===== src/oss_pkg.sv =====
// package for the oversampled sensor smoothing block
// types, register codes and fixed-point constants shared by all modules
// no dependencies
package oss_pkg;

    localparam int SAMPLE_W  = 12;
    localparam int CHAN_W    = 3;
    localparam int COUNT_W   = 8;
    localparam int ALPHA_W   = 9;
    localparam int SUM_W     = 20;
    localparam int MILLI_W   = 15;
    localparam int CFG_IDX_W = 2;
    localparam int CFG_DATA_W = 12;
    localparam int S_TDATA_W = 16;
    localparam int M_TDATA_W = 32;

    // iterative divider for the block mean
    localparam int DIV_W     = SUM_W;
    localparam int DIVISOR_W = COUNT_W;

    // division by full scale as a reciprocal multiply: 2^40/4095 rounded up
    // gives the exact floor for every dividend below 2^28
    localparam int PROD_W      = 28;
    localparam int RECIP_W     = 29;
    localparam int RECIP_SHIFT = 40;
    localparam int SCALED_W    = 17;
    localparam logic [RECIP_W-1:0] RECIP_FULL = 29'd268501009;

    localparam int QUEUE_DEPTH = 2;

    localparam int DEF_NUM_CHANNELS         = 5;
    localparam int DEF_NUM_VOLTAGE_CHANNELS = 3;

    localparam logic [COUNT_W-1:0]    RST_SAMPLE_COUNT = 8'd100;
    localparam logic [ALPHA_W-1:0]    RST_ALPHA        = 9'd51;
    localparam logic [SAMPLE_W-1:0]   RST_ZERO_OFFSET  = 12'd1775;

    localparam logic [SAMPLE_W-1:0]   ADC_FULL       = 12'd4095;
    localparam logic [SAMPLE_W-1:0]   ADC_HALF       = 12'd2047;
    localparam logic [15:0]           VOLT_GAIN      = 16'd16764;
    localparam logic [15:0]           CURR_GAIN      = 16'd33000;
    localparam logic [MILLI_W-1:0]    VOLT_OFFSET_MV = 15'd720;
    localparam logic [MILLI_W-1:0]    MILLI_MAX      = 15'd32767;
    localparam logic [ALPHA_W-1:0]    ALPHA_ONE      = 9'd256;

    typedef enum logic [CFG_IDX_W-1:0] {
        CFG_SAMPLE_COUNT = 2'd0,
        CFG_ALPHA        = 2'd1,
        CFG_ZERO_OFFSET  = 2'd2
    } cfg_index_t;

    typedef struct packed {
        logic [COUNT_W-1:0]  sample_count;
        logic [ALPHA_W-1:0]  alpha_q8;
        logic [SAMPLE_W-1:0] zero_offset_code;
    } cfg_t;

    // one completed block waiting for the back end
    typedef struct packed {
        logic [CHAN_W-1:0]  channel;
        logic [SUM_W-1:0]   sum;
        logic [COUNT_W-1:0] count;
    } block_t;

    typedef struct packed {
        logic   push;
        block_t entry;
    } push_t;

    typedef enum logic [2:0] {
        BK_IDLE,
        BK_AVG,
        BK_CONV,
        BK_RECIP,
        BK_SCALE,
        BK_SM1,
        BK_SM2,
        BK_OUT
    } back_state_t;

endpackage


===== src/oversampled_sensor_smoothing_top.sv =====
// top level of the oversampled sensor smoothing block
// holds the configuration registers; depends on oss_pkg, oss_front, oss_queue, oss_back
//
// input stream: s_tdata carries one 12-bit adc word, s_tuser its channel. each
// channel sums its samples; after sample_count of them a block is complete and
// is queued for the back end. words on channels at or above NUM_CHANNELS are
// taken and dropped.
// output stream: one word per completed block with channel, mean code and the
// smoothed millivolt or milliamp value. the output register holds the word
// until m_tready; the back end meanwhile starts on the next queued block.
// the completing input word reaches m_tvalid through these steps: the pop
// that starts the bit-serial mean divider, its quotient bits, then the mean
// clamp, the gain product, the multiply by 1/4095, offset and clamp, the two
// smoother steps and the output load. input words are taken one per cycle
// while the two-entry block queue has room; a completed block occupies the
// back end until its output load, so the sustained rate is about one word
// per cycle for large sample_count, while for small sample_count the back
// end limits it. a stalled receiver lets the back end finish one more block,
// then the queue fills and s_tready drops. configuration writes take effect
// on the next edge; the user must make them only while idle, as the block
// itself does not enforce it. reset clears sums, counts, smoothed values and
// the queue, loads the default registers and drops any pending output word.
module oversampled_sensor_smoothing_top
    import oss_pkg::*;
#(
    parameter int NUM_CHANNELS         = DEF_NUM_CHANNELS,
    parameter int NUM_VOLTAGE_CHANNELS = DEF_NUM_VOLTAGE_CHANNELS
)
(
    input  logic                  clk,
    input  logic                  rst_n,
    input  logic                  s_tvalid,
    output logic                  s_tready,
    input  logic [S_TDATA_W-1:0]  s_tdata,   // [11:0] sample
    input  logic [CHAN_W-1:0]     s_tuser,   // [2:0] channel
    output logic                  m_tvalid,
    input  logic                  m_tready,
    output logic [M_TDATA_W-1:0]  m_tdata,   // [11:0] average_code, [26:12] filtered_milli
    output logic [CHAN_W-1:0]     m_tuser,   // [2:0] result_channel
    input  logic                  cfg_we,
    input  logic [CFG_IDX_W-1:0]  cfg_index,
    input  logic [CFG_DATA_W-1:0] cfg_data
);

    cfg_t                cfg_reg;
    push_t               push;
    block_t              head;
    logic                queue_full;
    logic                queue_empty;
    logic                pop;
    logic [SAMPLE_W-1:0] average_code;
    logic [MILLI_W-1:0]  filtered_milli;

    always_ff @(posedge clk or negedge rst_n)
    begin
        if (!rst_n)
        begin
            cfg_reg.sample_count     <= RST_SAMPLE_COUNT;
            cfg_reg.alpha_q8         <= RST_ALPHA;
            cfg_reg.zero_offset_code <= RST_ZERO_OFFSET;
        end
        else if (cfg_we)
        begin
            case (cfg_index)
                CFG_SAMPLE_COUNT: cfg_reg.sample_count     <= cfg_data[COUNT_W-1:0];
                CFG_ALPHA:        cfg_reg.alpha_q8         <= cfg_data[ALPHA_W-1:0];
                CFG_ZERO_OFFSET:  cfg_reg.zero_offset_code <= cfg_data[SAMPLE_W-1:0];
                default:
                begin
                    cfg_reg <= cfg_reg;
                end
            endcase
        end
    end

    oss_front #(
        .NUM_CHANNELS (NUM_CHANNELS)
    ) u_front (
        .clk        (clk),
        .rst_n      (rst_n),
        .s_tvalid   (s_tvalid),
        .s_tready   (s_tready),
        .sample     (s_tdata[SAMPLE_W-1:0]),
        .channel    (s_tuser),
        .cfg        (cfg_reg),
        .queue_full (queue_full),
        .push_out   (push)
    );

    oss_queue u_queue (
        .clk     (clk),
        .rst_n   (rst_n),
        .push_in (push),
        .pop     (pop),
        .full    (queue_full),
        .empty   (queue_empty),
        .head    (head)
    );

    oss_back #(
        .NUM_CHANNELS         (NUM_CHANNELS),
        .NUM_VOLTAGE_CHANNELS (NUM_VOLTAGE_CHANNELS)
    ) u_back (
        .clk            (clk),
        .rst_n          (rst_n),
        .cfg            (cfg_reg),
        .queue_empty    (queue_empty),
        .head           (head),
        .pop            (pop),
        .m_tvalid       (m_tvalid),
        .m_tready       (m_tready),
        .result_channel (m_tuser),
        .average_code   (average_code),
        .filtered_milli (filtered_milli)
    );

    assign m_tdata = {(M_TDATA_W - SAMPLE_W - MILLI_W)'(0), filtered_milli, average_code};

endmodule


===== src/oss_front.sv =====
// front end: accepts samples, keeps per-channel sums and counts
// pushes a completed block into the queue; uses oss_pkg
module oss_front
    import oss_pkg::*;
#(
    parameter int NUM_CHANNELS = DEF_NUM_CHANNELS
)
(
    input  logic                  clk,
    input  logic                  rst_n,
    input  logic                  s_tvalid,
    output logic                  s_tready,
    input  logic [SAMPLE_W-1:0]   sample,
    input  logic [CHAN_W-1:0]     channel,
    input  cfg_t                  cfg,
    input  logic                  queue_full,
    output push_t                 push_out
);

    localparam int CH_W = (NUM_CHANNELS > 1) ? $clog2(NUM_CHANNELS) : 1;

    logic [SUM_W-1:0]   sum_reg [NUM_CHANNELS];
    logic [COUNT_W-1:0] cnt_reg [NUM_CHANNELS];

    logic [CH_W-1:0]    ch_idx;
    logic               ch_ok;
    logic               accept;
    logic [COUNT_W-1:0] n_eff;
    logic [SUM_W-1:0]   sum_next;
    logic [COUNT_W-1:0] cnt_next;
    logic               complete;

    assign s_tready = !queue_full;
    assign accept   = s_tvalid && s_tready;
    assign ch_idx   = CH_W'(channel);

    always_comb
    begin
        ch_ok    = (5'(channel) < 5'(NUM_CHANNELS));
        n_eff    = (cfg.sample_count == '0) ? COUNT_W'(1) : cfg.sample_count;
        sum_next = sum_reg[ch_idx] + SUM_W'(sample);
        cnt_next = cnt_reg[ch_idx] + COUNT_W'(1);
        // counter wrap or reaching the (possibly lowered) count ends the block
        complete = (cnt_next == '0) || (cnt_next >= n_eff);

        push_out.push          = accept && ch_ok && complete;
        push_out.entry.channel = channel;
        push_out.entry.sum     = sum_next;
        push_out.entry.count   = n_eff;
    end

    always_ff @(posedge clk or negedge rst_n)
    begin
        if (!rst_n)
        begin
            for (int i = 0; i < NUM_CHANNELS; i++)
            begin
                sum_reg[i] <= '0;
                cnt_reg[i] <= '0;
            end
        end
        else if (accept && ch_ok)
        begin
            sum_reg[ch_idx] <= complete ? '0 : sum_next;
            cnt_reg[ch_idx] <= complete ? '0 : cnt_next;
        end
    end

endmodule


===== src/oss_queue.sv =====
// short queue of completed blocks between front and back end
// register based; uses oss_pkg
module oss_queue
    import oss_pkg::*;
(
    input  logic   clk,
    input  logic   rst_n,
    input  push_t  push_in,
    input  logic   pop,
    output logic   full,
    output logic   empty,
    output block_t head
);

    localparam int PTR_W = (QUEUE_DEPTH > 1) ? $clog2(QUEUE_DEPTH) : 1;
    localparam int CNT_W = $clog2(QUEUE_DEPTH + 1);

    block_t             mem_reg [QUEUE_DEPTH];
    logic [PTR_W-1:0]   wr_ptr_reg;
    logic [PTR_W-1:0]   rd_ptr_reg;
    logic [CNT_W-1:0]   cnt_reg;
    logic               do_push;
    logic               do_pop;

    assign full    = (cnt_reg == CNT_W'(QUEUE_DEPTH));
    assign empty   = (cnt_reg == '0);
    assign head    = mem_reg[rd_ptr_reg];
    assign do_push = push_in.push && !full;
    assign do_pop  = pop && !empty;

    always_ff @(posedge clk)
    begin
        if (do_push)
        begin
            mem_reg[wr_ptr_reg] <= push_in.entry;
        end
    end

    always_ff @(posedge clk or negedge rst_n)
    begin
        if (!rst_n)
        begin
            wr_ptr_reg <= '0;
            rd_ptr_reg <= '0;
            cnt_reg    <= '0;
        end
        else
        begin
            if (do_push)
            begin
                wr_ptr_reg <= (wr_ptr_reg == PTR_W'(QUEUE_DEPTH - 1)) ? '0
                                                                      : wr_ptr_reg + 1'b1;
            end
            if (do_pop)
            begin
                rd_ptr_reg <= (rd_ptr_reg == PTR_W'(QUEUE_DEPTH - 1)) ? '0
                                                                      : rd_ptr_reg + 1'b1;
            end
            cnt_reg <= cnt_reg + CNT_W'(do_push) - CNT_W'(do_pop);
        end
    end

endmodule


===== src/oss_div.sv =====
// restoring divider, one quotient bit per cycle
// divides a block sum by the programmed sample count; uses oss_pkg
module oss_div
    import oss_pkg::*;
(
    input  logic                 clk,
    input  logic                 rst_n,
    input  logic                 start,
    input  logic [DIV_W-1:0]     dividend,
    input  logic [DIVISOR_W-1:0] divisor,
    output logic                 done,
    output logic [DIV_W-1:0]     quotient
);

    localparam int CNT_W = $clog2(DIV_W);

    logic                 busy_reg;
    logic                 done_reg;
    logic [CNT_W-1:0]     cnt_reg;
    logic [DIVISOR_W-1:0] rem_reg;
    logic [DIVISOR_W-1:0] dvs_reg;
    logic [DIV_W-1:0]     quo_reg;
    logic [DIVISOR_W:0]   trial;
    logic                 fits;

    assign done     = done_reg;
    assign quotient = quo_reg;

    always_comb
    begin
        trial = {rem_reg, quo_reg[DIV_W-1]};
        fits  = (trial >= {1'b0, dvs_reg});
    end

    always_ff @(posedge clk)
    begin
        if (start)
        begin
            quo_reg <= dividend;
            rem_reg <= '0;
            dvs_reg <= divisor;
        end
        else if (busy_reg)
        begin
            // remainder stays below the divisor, so the top bit drops out
            rem_reg <= fits ? DIVISOR_W'(trial - {1'b0, dvs_reg}) : trial[DIVISOR_W-1:0];
            quo_reg <= {quo_reg[DIV_W-2:0], fits};
        end
    end

    always_ff @(posedge clk or negedge rst_n)
    begin
        if (!rst_n)
        begin
            busy_reg <= 1'b0;
            done_reg <= 1'b0;
            cnt_reg  <= '0;
        end
        else
        begin
            done_reg <= busy_reg && (cnt_reg == '0);
            if (start)
            begin
                busy_reg <= 1'b1;
                cnt_reg  <= CNT_W'(DIV_W - 1);
            end
            else if (busy_reg)
            begin
                if (cnt_reg == '0)
                begin
                    busy_reg <= 1'b0;
                end
                else
                begin
                    cnt_reg <= cnt_reg - 1'b1;
                end
            end
        end
    end

endmodule


===== src/oss_back.sv =====
// back end: mean, conversion to millis, exponential smoother, output register
// depends on oss_pkg and oss_div
module oss_back
    import oss_pkg::*;
#(
    parameter int NUM_CHANNELS         = DEF_NUM_CHANNELS,
    parameter int NUM_VOLTAGE_CHANNELS = DEF_NUM_VOLTAGE_CHANNELS
)
(
    input  logic                 clk,
    input  logic                 rst_n,
    input  cfg_t                 cfg,
    input  logic                 queue_empty,
    input  block_t               head,
    output logic                 pop,
    output logic                 m_tvalid,
    input  logic                 m_tready,
    output logic [CHAN_W-1:0]    result_channel,
    output logic [SAMPLE_W-1:0]  average_code,
    output logic [MILLI_W-1:0]   filtered_milli
);

    localparam int CH_W = (NUM_CHANNELS > 1) ? $clog2(NUM_CHANNELS) : 1;

    back_state_t          state_reg, state_next;
    logic [CHAN_W-1:0]    ch_reg;
    logic [SAMPLE_W-1:0]  avg_reg;
    logic [PROD_W-1:0]    prod_reg;
    logic [SCALED_W-1:0]  scaled_reg;
    logic [MILLI_W-1:0]   milli_reg;
    logic [23:0]          t1_reg;
    logic [MILLI_W-1:0]   s_reg;
    logic [MILLI_W-1:0]   smooth_reg [NUM_CHANNELS];

    logic                 out_valid_reg;
    logic [CHAN_W-1:0]    out_ch_reg;
    logic [SAMPLE_W-1:0]  out_avg_reg;
    logic [MILLI_W-1:0]   out_milli_reg;

    logic                 div_start;
    logic [DIV_W-1:0]     div_dividend;
    logic [DIVISOR_W-1:0] div_divisor;
    logic                 div_done;
    logic [DIV_W-1:0]     div_q;

    logic [CH_W-1:0]      ch_idx;
    logic                 is_volt;
    logic [ALPHA_W-1:0]   a_eff;
    logic [ALPHA_W-1:0]   a_inv;
    logic [SAMPLE_W-1:0]  offset_mag;
    logic [15:0]          gain;
    logic [SAMPLE_W-1:0]  mult_a;
    logic [PROD_W+RECIP_W-1:0] recip_prod;
    logic [SCALED_W-1:0]  milli_sum;
    logic [23:0]          acc;
    logic                 out_free;
    logic                 load_out;

    oss_div u_div (
        .clk      (clk),
        .rst_n    (rst_n),
        .start    (div_start),
        .dividend (div_dividend),
        .divisor  (div_divisor),
        .done     (div_done),
        .quotient (div_q)
    );

    assign ch_idx         = CH_W'(ch_reg);
    assign m_tvalid       = out_valid_reg;
    assign result_channel = out_ch_reg;
    assign average_code   = out_avg_reg;
    assign filtered_milli = out_milli_reg;
    assign out_free       = !out_valid_reg || m_tready;

    always_comb
    begin
        is_volt    = (5'(ch_reg) < 5'(NUM_VOLTAGE_CHANNELS));
        a_eff      = (cfg.alpha_q8 > ALPHA_ONE) ? ALPHA_ONE : cfg.alpha_q8;
        a_inv      = ALPHA_ONE - a_eff;
        offset_mag = (avg_reg >= cfg.zero_offset_code) ? avg_reg - cfg.zero_offset_code
                                                       : cfg.zero_offset_code - avg_reg;
        mult_a     = is_volt ? avg_reg : offset_mag;
        gain       = is_volt ? VOLT_GAIN : CURR_GAIN;
        recip_prod = (PROD_W+RECIP_W)'(prod_reg) * (PROD_W+RECIP_W)'(RECIP_FULL);
        milli_sum  = is_volt ? scaled_reg + SCALED_W'(VOLT_OFFSET_MV) : scaled_reg;
        acc        = t1_reg + 24'(a_inv) * 24'(smooth_reg[ch_idx]) + 24'd128;

        state_next   = state_reg;
        pop          = 1'b0;
        div_start    = 1'b0;
        div_dividend = DIV_W'(head.sum);
        div_divisor  = DIVISOR_W'(head.count);
        load_out     = 1'b0;

        case (state_reg)
            BK_IDLE:
            begin
                if (!queue_empty)
                begin
                    pop        = 1'b1;
                    div_start  = 1'b1;
                    state_next = BK_AVG;
                end
            end
            BK_AVG:
            begin
                if (div_done)
                begin
                    state_next = BK_CONV;
                end
            end
            BK_CONV:
            begin
                state_next = BK_RECIP;
            end
            BK_RECIP:
            begin
                state_next = BK_SCALE;
            end
            BK_SCALE:
            begin
                state_next = BK_SM1;
            end
            BK_SM1:
            begin
                state_next = BK_SM2;
            end
            BK_SM2:
            begin
                state_next = BK_OUT;
            end
            BK_OUT:
            begin
                if (out_free)
                begin
                    load_out   = 1'b1;
                    state_next = BK_IDLE;
                end
            end
            default:
            begin
                state_next = BK_IDLE;
            end
        endcase
    end

    always_ff @(posedge clk)
    begin
        if (state_reg == BK_IDLE)
        begin
            ch_reg <= head.channel;
        end
        if (state_reg == BK_AVG && div_done)
        begin
            // a lowered count can push the mean past full scale
            avg_reg <= (div_q > DIV_W'(ADC_FULL)) ? ADC_FULL : div_q[SAMPLE_W-1:0];
        end
        if (state_reg == BK_CONV)
        begin
            prod_reg <= PROD_W'(mult_a) * PROD_W'(gain) + PROD_W'(ADC_HALF);
        end
        if (state_reg == BK_RECIP)
        begin
            // floor of the product over full scale
            scaled_reg <= recip_prod[RECIP_SHIFT +: SCALED_W];
        end
        if (state_reg == BK_SCALE)
        begin
            milli_reg <= (milli_sum > SCALED_W'(MILLI_MAX)) ? MILLI_MAX
                                                            : milli_sum[MILLI_W-1:0];
        end
        if (state_reg == BK_SM1)
        begin
            t1_reg <= 24'(a_eff) * 24'(milli_reg);
        end
        if (state_reg == BK_SM2)
        begin
            s_reg <= (acc[23:8] > 16'(MILLI_MAX)) ? MILLI_MAX : acc[8 +: MILLI_W];
        end
        if (load_out)
        begin
            out_ch_reg    <= ch_reg;
            out_avg_reg   <= avg_reg;
            out_milli_reg <= s_reg;
        end
    end

    always_ff @(posedge clk or negedge rst_n)
    begin
        if (!rst_n)
        begin
            state_reg     <= BK_IDLE;
            out_valid_reg <= 1'b0;
            for (int i = 0; i < NUM_CHANNELS; i++)
            begin
                smooth_reg[i] <= '0;
            end
        end
        else
        begin
            state_reg <= state_next;
            if (load_out)
            begin
                out_valid_reg      <= 1'b1;
                smooth_reg[ch_idx] <= s_reg;
            end
            else if (m_tready)
            begin
                out_valid_reg <= 1'b0;
            end
        end
    end

endmodule


===== config.mk =====
export PLATFORM = sky130hd
export DESIGN_NAME = oversampled_sensor_smoothing_top
export DESIGN_NICKNAME = d
export VERILOG_FILES = /design/src/oss_pkg.sv /design/src/oversampled_sensor_smoothing_top.sv /design/src/oss_front.sv /design/src/oss_queue.sv /design/src/oss_div.sv /design/src/oss_back.sv
export SDC_FILE = /design/constraint.sdc
export NUM_CORES = 2
export LEC_CHECK = 0
export BUFFER_PORTS_ARGS = -buffer_cell sky130_fd_sc_hd__buf_4
export CORE_ASPECT_RATIO = 0.5
export CORE_MARGIN = 3
export CORE_UTILIZATION = 65
export DETAILED_ROUTE_END_ITERATION = 8
export HOLD_SLACK_MARGIN = 0.1
export PLACE_DENSITY = 0.82
export SLEW_MARGIN = 20
export SYNTH_ARGS = -nofsm -noshare
export SYNTH_HDL_FRONTEND = slang
export SYNTH_SLANG_ARGS = --single-unit
export TNS_END_PERCENT = 10

===== constraint.sdc =====
create_clock -name clk -period 10.05 [get_ports clk]
set_input_delay 0.5025 -clock clk [delete_from_list [all_inputs] [get_ports clk]]
set_output_delay 0.5025 -clock clk [all_outputs]
set_load 0.05 [all_outputs]

=== Word level (Yosys, flattened, before mapping) ===
Memory sizes are Yosys's and may differ from the RTL's.
Index checks and enable logic that the tools add are counted.
Widths: inputs -> output; s select.

* $add $sub $neg: 15
* Multipliers: 4
* Order comparisons: 13
* Eq/ne operators: 14
* Muxes and demuxes: 49
* Bitwise gates (word level): 2
* Reductions and logical operators: 27

{| class="wikitable"
|+ Operators by type and width
! operator !! number
|-
| $mux 20 || 6
|-
| $bwmux 100 || 1
|-
| $bwmux 75 || 1
|-
| $bmux 20 s3 || 1
|-
| $demux 20 s3 || 1
|-
| $mul 28x29->57 const B || 1
|-
| $mul 9x15->24 || 2
|-
| $mux 8 || 6
|-
| $bmux 15 s3 || 1
|-
| $demux 15 s3 || 1
|-
| $mux 15 || 3
|-
| $bwmux 40 || 1
|-
| $add 28x11->28 const B || 1
|-
| $mul 12x16->28 || 1
|-
| $add 24x24->24 || 1
|-
| $add 24x8->24 const B || 1
|-
| $bmux 8 s3 || 1
|-
| $demux 8 s3 || 1
|-
| $mux 12 || 2
|-
| $pmux 3 s8 || 1
|-
| $sub 12x12->12 || 2
|-
| $add 20x12->20 || 1
|-
| $gt 20x12->1 const B || 1
|-
| $add 17x10->17 const B || 1
|-
| other kinds (41) || 85
|}

* Register bits after elaboration: 439
* Bits in writable memories: 62
* Input bits: 38
* Output and inout port bits: 37
* Logic and storage cells: 164
* Memories: 1

{| class="wikitable"
|+ Memory list
! name !! depth !! width !! rd ports !! clocked after memory_dff !! write ports !! line !! text
|-
| u_queue.mem_reg || 2 || 31 || 1 || 0 || 1 || oss_queue.sv:18 || <nowiki>block_t mem_reg [QUEUE_DEPTH];</nowiki>
|}

=== Logic depth before layout (Yosys ltp) ===
* Word-level depth: 11
* Gate-level depth with buffers: 36

=== Cells and area by module ===
From an unflattened synthesis, not the netlist that was laid out.

* Cells, all modules: 3580
* Area total of the unflattened synthesis: 38979.9 µm²

{| class="wikitable"
|+ Modules (own cells, without submodules)
! module !! times used !! cells each !! area each (µm²) !! sequential area each (µm²)
|-
| oss_back || 1 || 2554 || 25642.1 || 6241.0
|-
| oss_front || 1 || 661 || 7382.1 || 3503.4
|-
| oss_queue || 1 || 115 || 2591.2 || 1961.9
|-
| oss_div || 1 || 182 || 2205.9 || 1176.1
|-
| oversampled_sensor_smoothing_top || 1 || 68 || 1158.6 || 745.7
|}

=== Worst setup path after synthesis ===
Ideal clock, no wire load.

* Kind: register -> register
* Start: reg cfg_reg[20] (netlist bit)
* End: reg u_back.s_reg[12], data pin
* Library setup time: 0.268 ns
* Arrival time: 7.561 ns
* Data required time: 9.782 ns
* Slack: 2.221 ns
* Stages on the path, launching flop included: 33
* Path buffers: 6
* Clock period less this slack: 7.829 ns
* Cell sequence: dfrtp_1 -> clkbuf_1 -> clkbuf_1 -> nor2b_1 -> clkbuf_1 -> inv_1 -> ha_1 -> nand2_1 -> or3_1 -> clkbuf_1 -> nor4_1 -> a21oi_1 -> clkbuf_1 -> nor2_1 -> fa_1 -> fa_1 -> fa_1 -> fa_1 -> inv_1 -> fa_1 -> inv_1 -> ha_1 -> a21o_1 -> a21o_1 -> a21oi_1 -> o21ai_0 -> a221oi_1 -> nand3_1 -> a21oi_1 -> o21ba_2 -> xnor2_1 -> clkbuf_1 -> nand2_1

* Longest elaborated chain between the ends: 7

{| class="wikitable"
|+ RTL lines
! item !! line !! text
|-
| start, declared || oversampled_sensor_smoothing_top.sv:45 || <nowiki>cfg_t cfg_reg;</nowiki>
|-
| start signal, assigned || oversampled_sensor_smoothing_top.sv:70 || <nowiki>cfg_reg <= cfg_reg;</nowiki>
|-
| $gt 9x9->1 || oss_back.sv:79 || <nowiki>a_eff = (cfg.alpha_q8 > ALPHA_ONE) ? ALPHA_ONE : cfg.alpha_q8;</nowiki>
|-
| $mux 9 * || oss_back.sv:79 ||
|-
| $sub 9x9->9 * || oss_back.sv:80 || <nowiki>a_inv = ALPHA_ONE - a_eff;</nowiki>
|-
| $mul 9x15->24 * || oss_back.sv:87 || <nowiki>acc = t1_reg + 24'(a_inv) * 24'(smooth_reg[ch_idx]) + 24'd128;</nowiki>
|-
| $add 24x24->24 * || oss_back.sv:87 ||
|-
| $add 24x8->24 * || oss_back.sv:87 ||
|-
| $gt 16x15->1 || oss_back.sv:179 || <nowiki>s_reg <= (acc[23:8] > 16'(MILLI_MAX)) ? MILLI_MAX : acc[8 +: MILLI_W];</nowiki>
|-
| end signal, assigned || oss_back.sv:179 ||
|-
| end, declared || oss_back.sv:32 || <nowiki>logic [MILLI_W-1:0] s_reg;</nowiki>
|}

Every way passes the cells marked *; elsewhere a longest branch is shown, timed or not.
A chain may end at the register's enable or synchronous reset.

=== Worst setup path after layout ===
* Start: reg cfg_reg[0] (netlist bit)
* End: reg u_back.prod_reg[23], data pin

* Longest elaborated chain between the ends: 5
* Elaborated cells on any way between the ends: 7
* Those cells by class: 3 x add/sub; 1 x mul; 1 x order compare; 2 x mux

{| class="wikitable"
|+ RTL lines
! item !! line !! text
|-
| $sub 12x12->12, or another cell as far along || oss_back.sv:82 || <nowiki>: cfg.zero_offset_code - avg_reg;</nowiki>
|-
| $mux 12 * || oss_back.sv:81 || <nowiki>offset_mag = (avg_reg >= cfg.zero_offset_code) ? avg_reg - cfg.zero_offset_code</nowiki>
|-
| $mux 12 * || oss_back.sv:83 || <nowiki>mult_a = is_volt ? avg_reg : offset_mag;</nowiki>
|-
| $mul 12x16->28 * || oss_back.sv:161 || <nowiki>prod_reg <= PROD_W'(mult_a) * PROD_W'(gain) + PROD_W'(ADC_HALF);</nowiki>
|-
| $add 28x11->28 * || oss_back.sv:161 ||
|-
| end signal, assigned || oss_back.sv:161 ||
|-
| end, declared || oss_back.sv:28 || <nowiki>logic [PROD_W-1:0] prod_reg;</nowiki>
|}

Marks and branches as above.

==> summary by stage <==
Placed design
The count of buffers added on input and output ports is 65. The congestion estimate from routability-driven global placement came to 0.941. The HPWL after detailed placement is 62.2 mm. Summing all placed instances gives a cell area of 39400 µm².

Status
The flow ran to the end, and the final reports show no timing, DRC or antenna violations.

Clock tree
TritonCTS built the clock tree. The maximum count of clock buffers along a single path is 3. Clock-pin slew was measured on the worst setup and hold paths at 0.07 ns. The buffer cell driving the clock tree root is sky130_fd_sc_hd__clkbuf_16. The clock latency on the worst-skew pair is 0.60 ns. Clock tree synthesis inserted a total of 46 buffers.

The total number of H-tree levels is 2. CTS saw 499 sinks.

Drt
The detail-routed via count per cell is 5.96. The DRC violations left is 0. The number of detailed-route iterations in the first pass is 5. The first routing iteration left 1999 violations.

The average routed wire per standard cell is 18.9 µm. The vias after detailed routing is 26200. The count of nets left with antenna violations once routing finished came out at 0.

The aggregate routed wire length is 83.2 mm.

Critical path
The number of cells on the worst reg-to-reg path is 31. The biggest fanout along the worst timing path is 13. The worst register-to-register path ends at u_back.prod_reg[23]$_DFFE_PP_. The beginning of the worst register-to-register path is cfg_reg[0]$_DFFE_PN1P_. The reg-to-reg setup timing slack is 0.95 ns. At the worst endpoint, the required time is 10.38 ns. STA classifies the critical path startpoint as a flop. The worst setup path is captured at a flop. The kind of critical path is reg -> reg.

The endpoint arrival time on the critical path is 9.43 ns. On the worst path, the slowest cell contributes a delay of 0.67 ns. The slowest cell on the critical path is sky130_fd_sc_hd__a21oi_1.

Pwr
The leakage power is 19.8 nW. The worst voltage drop across the vdd grid is 483 µV. The power per cell area is 238 nW/µm².

GRT
After global routing the overflow that remains totals 0. The first global-routing pass estimated 138 mm of wire. Across every metal layer, demand over resource in global routing totals 0.278. The number of global-route vias before repair is 27700.

Entering global routing, the biggest net connects 131 pins. The initial antenna violation count is 0.

Finish
The share of final-layout standard cells stronger than drive strength 1 is 0.114. The layout-stage area growth over the synthesis result is 7.37%. Summing all non-filler instances in the final layout gives an area of 41000 µm². In the final design database the tool counted 4306 nets. 0 antenna diodes ended up in the layout. The register with the most flip-flops in the layout has 100 of them.

Synthesis
The synthesized netlist contains 82 unique library cells. The sequential share of the synthesized area is 0.357. The async set-or-reset flop fraction in the synthesized netlist is 0.519.

In this run the cell area of the synthesized design comes to 38200 µm². For this run, the number of Yosys warnings is 0. The mean instance size in the synthesized netlist is 10.7 µm². The synthesized design contains 499 register bits. Yosys mapped a number of flops with a built-in enable equal to 232. Among all flip-flop cells after synthesis, the most frequent one is sky130_fd_sc_hd__dfrtp_1. Synthesis produced 3573 cells.

Timing
The setup violation total in the final timing report is 0. Setup repair after global routing left no endpoint under its margin. The worst path needs 9.10 ns of the cycle, external delays included. The count of final hold-check violations is 0. The maximum clock frequency is 110 MHz. After routing, the total negative slack on setup checks comes to 0 ns. The actual transition at the worst max-transition pin is 1.10 ns. Headroom to the max-slew limit came out at 0.261. The setup skew after layout is 0.0217 ns. In the finished design, the share of the clock period the worst path needs comes to 0.906. The number of slew-limit violations in the final report is 0.

Floorplanning
From left edge to right edge, the die measures 349 µm. The floorplan row count is 62. During I/O placement, the number of pins put on the boundary was 75. The standard cell core area is 57800 µm². From bottom edge to top edge, the die measures 177 µm. The initial cell density of the core is 0.661. The floorplan die area is 61900 µm².

Job
The number of max-cap violations is 0.

Min path
The number of cells on the worst hold path is 2. The worst hold path startpoint is cfg_data[9]. In this run the worst hold path is classified as in -> reg. The path with the worst hold slack has its endpoint at cfg_reg[9]$_DFFE_PN1P_.
## stage by stage
stage	utilization	worst slack [ns]	instances	power (mW)	hold slack, ns
2_1_floorplan	-	2.22	3582	6.77	0.207
3_3_place_gp	0.682	1.44	4310	7.66	0.451
3_5_place_dp	0.682	1.32	4310	7.87	0.461
4_1_cts	0.710	1.14	4397	9.81	0.112
5_1_grt	0.710	0.367	4397	10.6	0.122
6_report	0.710	0.947	4397	9.77	0.140
## layout make-up
| cell class | instances | area [µm²] |
|---|---|---|
| Multi-Input combinational cell | 2431 | 22100 |
| Fill cell | 3991 | 16800 |
| Sequential cell | 499 | 13600 |
| Inverter | 509 | 1910 |
| Clock buffer | 64 | 1300 |
| Tap cell | 768 | 961 |
| Timing Repair Buffer | 104 | 791 |
| Clock inverter | 22 | 305 |
## cell usage after synthesis, types with 14 or more instances
| cell type | instances | share of area |
|---|---|---|
| sky130_fd_sc_hd__nor2b_1 | 33 | 0.0054 |
| sky130_fd_sc_hd__xnor2_1 | 80 | 0.018 |
| sky130_fd_sc_hd__nand2b_1 | 33 | 0.0054 |
| sky130_fd_sc_hd__ha_1 | 389 | 0.13 |
| sky130_fd_sc_hd__dfrtp_1 | 243 | 0.16 |
| sky130_fd_sc_hd__buf_1 | 18 | 0.0018 |
| sky130_fd_sc_hd__o21ai_0 | 113 | 0.015 |
| sky130_fd_sc_hd__inv_1 | 509 | 0.050 |
| sky130_fd_sc_hd__clkbuf_1 | 105 | 0.010 |
| sky130_fd_sc_hd__mux2_2 | 150 | 0.044 |
| sky130_fd_sc_hd__a31oi_1 | 14 | 0.0023 |
| sky130_fd_sc_hd__edfxtp_1 | 232 | 0.18 |
| sky130_fd_sc_hd__a21o_1 | 56 | 0.011 |
| sky130_fd_sc_hd__mux4_2 | 23 | 0.014 |
| sky130_fd_sc_hd__and3_1 | 14 | 0.0023 |
| sky130_fd_sc_hd__fa_1 | 288 | 0.15 |
| sky130_fd_sc_hd__nor3_1 | 29 | 0.0038 |
| sky130_fd_sc_hd__o31ai_1 | 93 | 0.018 |
| sky130_fd_sc_hd__a21oi_1 | 116 | 0.015 |
| sky130_fd_sc_hd__nor2_1 | 125 | 0.012 |
| sky130_fd_sc_hd__nand2_1 | 424 | 0.042 |
| sky130_fd_sc_hd__nand3_1 | 34 | 0.0045 |
| sky130_fd_sc_hd__mux2i_1 | 55 | 0.014 |
| sky130_fd_sc_hd__dfstp_2 | 16 | 0.011 |
| sky130_fd_sc_hd__a22oi_1 | 19 | 0.0037 |
| sky130_fd_sc_hd__o22ai_1 | 15 | 0.0025 |
| sky130_fd_sc_hd__or2_2 | 19 | 0.0031 |
| sky130_fd_sc_hd__and2_1 | 70 | 0.011 |
| sky130_fd_sc_hd__xor2_1 | 55 | 0.013 |
## worst max-delay path: cells and delay by family (launching register included)
kind            cells  cell delay (ns)
xor+xnor            1             0.12
buf+inv             6             0.71
simple gates        3             0.24
mux                 1             0.23
flops               1             0.55
compound gates     12             3.98
fa+ha+maj           8             2.99
## repair_timing
item,4_1_cts,5_1_grt
setup buffers,0,0
resized for setup,0,0
setup endpoints to repair,0,0
endpoints found under the hold margin,95,0
hold buffers,1,0
## kinds of logic (layout without fill, tap and decap cells)
group                      Yosys count  after routing  share of synthesized area
DFF                                499            499                      0.357
buffers and inverters              652            699                     0.0669
AOI/OAI and AO/OA                  545            545                     0.0949
adders and majority gates          677            677                      0.278
xor gates and xnor gates           135            135                     0.0309
other                                2             11                   0.000196
and+or+nand+nor                    835            835                      0.100
muxes                              228            228                     0.0722
## cell usage in the layout, fill, tap and decap left out, types with 32 or more instances in the layout
cell type / count
sky130_fd_sc_hd__inv_1: 509
sky130_fd_sc_hd__nand2_1: 423
sky130_fd_sc_hd__ha_1: 389
sky130_fd_sc_hd__fa_1: 288
sky130_fd_sc_hd__dfrtp_1: 243
sky130_fd_sc_hd__edfxtp_1: 232
sky130_fd_sc_hd__mux2_2: 150
sky130_fd_sc_hd__nor2_1: 125
sky130_fd_sc_hd__a21oi_1: 115
sky130_fd_sc_hd__o21ai_0: 113
sky130_fd_sc_hd__buf_4: 102
sky130_fd_sc_hd__o31ai_1: 93
sky130_fd_sc_hd__xnor2_1: 80
sky130_fd_sc_hd__and2_1: 70
sky130_fd_sc_hd__a21o_1: 56
sky130_fd_sc_hd__mux2i_1: 55
sky130_fd_sc_hd__xor2_1: 55
sky130_fd_sc_hd__clkbuf_16: 48
sky130_fd_sc_hd__nand2b_1: 33
sky130_fd_sc_hd__nand3_1: 32
## worst max-delay path by stage
stage / endpoint / slack, ns / from
floorplan: u_back.s_reg[12]$_SDFFCE_PN1P_ / 2.22 / cfg_reg[20]$_DFFE_PN0P_
global placement: u_back.prod_reg[27]$_DFFE_PP_ / 1.44 / cfg_reg[0]$_DFFE_PN1P_
detailed placement: u_back.prod_reg[25]$_DFFE_PP_ / 1.32 / cfg_reg[0]$_DFFE_PN1P_
CTS: u_back.prod_reg[27]$_DFFE_PP_ / 1.14 / cfg_reg[0]$_DFFE_PN1P_
global route: u_back.prod_reg[23]$_DFFE_PP_ / 0.37 / cfg_reg[0]$_DFFE_PN1P_
finish: u_back.prod_reg[23]$_DFFE_PP_ / 0.95 / cfg_reg[0]$_DFFE_PN1P_
## power breakdown
part	switching (mW)	internal [mW]
clock network	0.820	1.05
registers	0.114	2.61
logic	2.95	2.22
## routing by layer
metal / up-vias / share of wire / global-route usage
li1: 12100 / - / -
met1: 13100 / 0.41 / 0.359
met2: 775 / 0.50 / 0.484
met3: 199 / 0.061 / 0.0465
met4: 0 / 0.030 / 0.0867
met5: - / 0 / 0
Note: power is estimated with default switching activity, not from simulation.
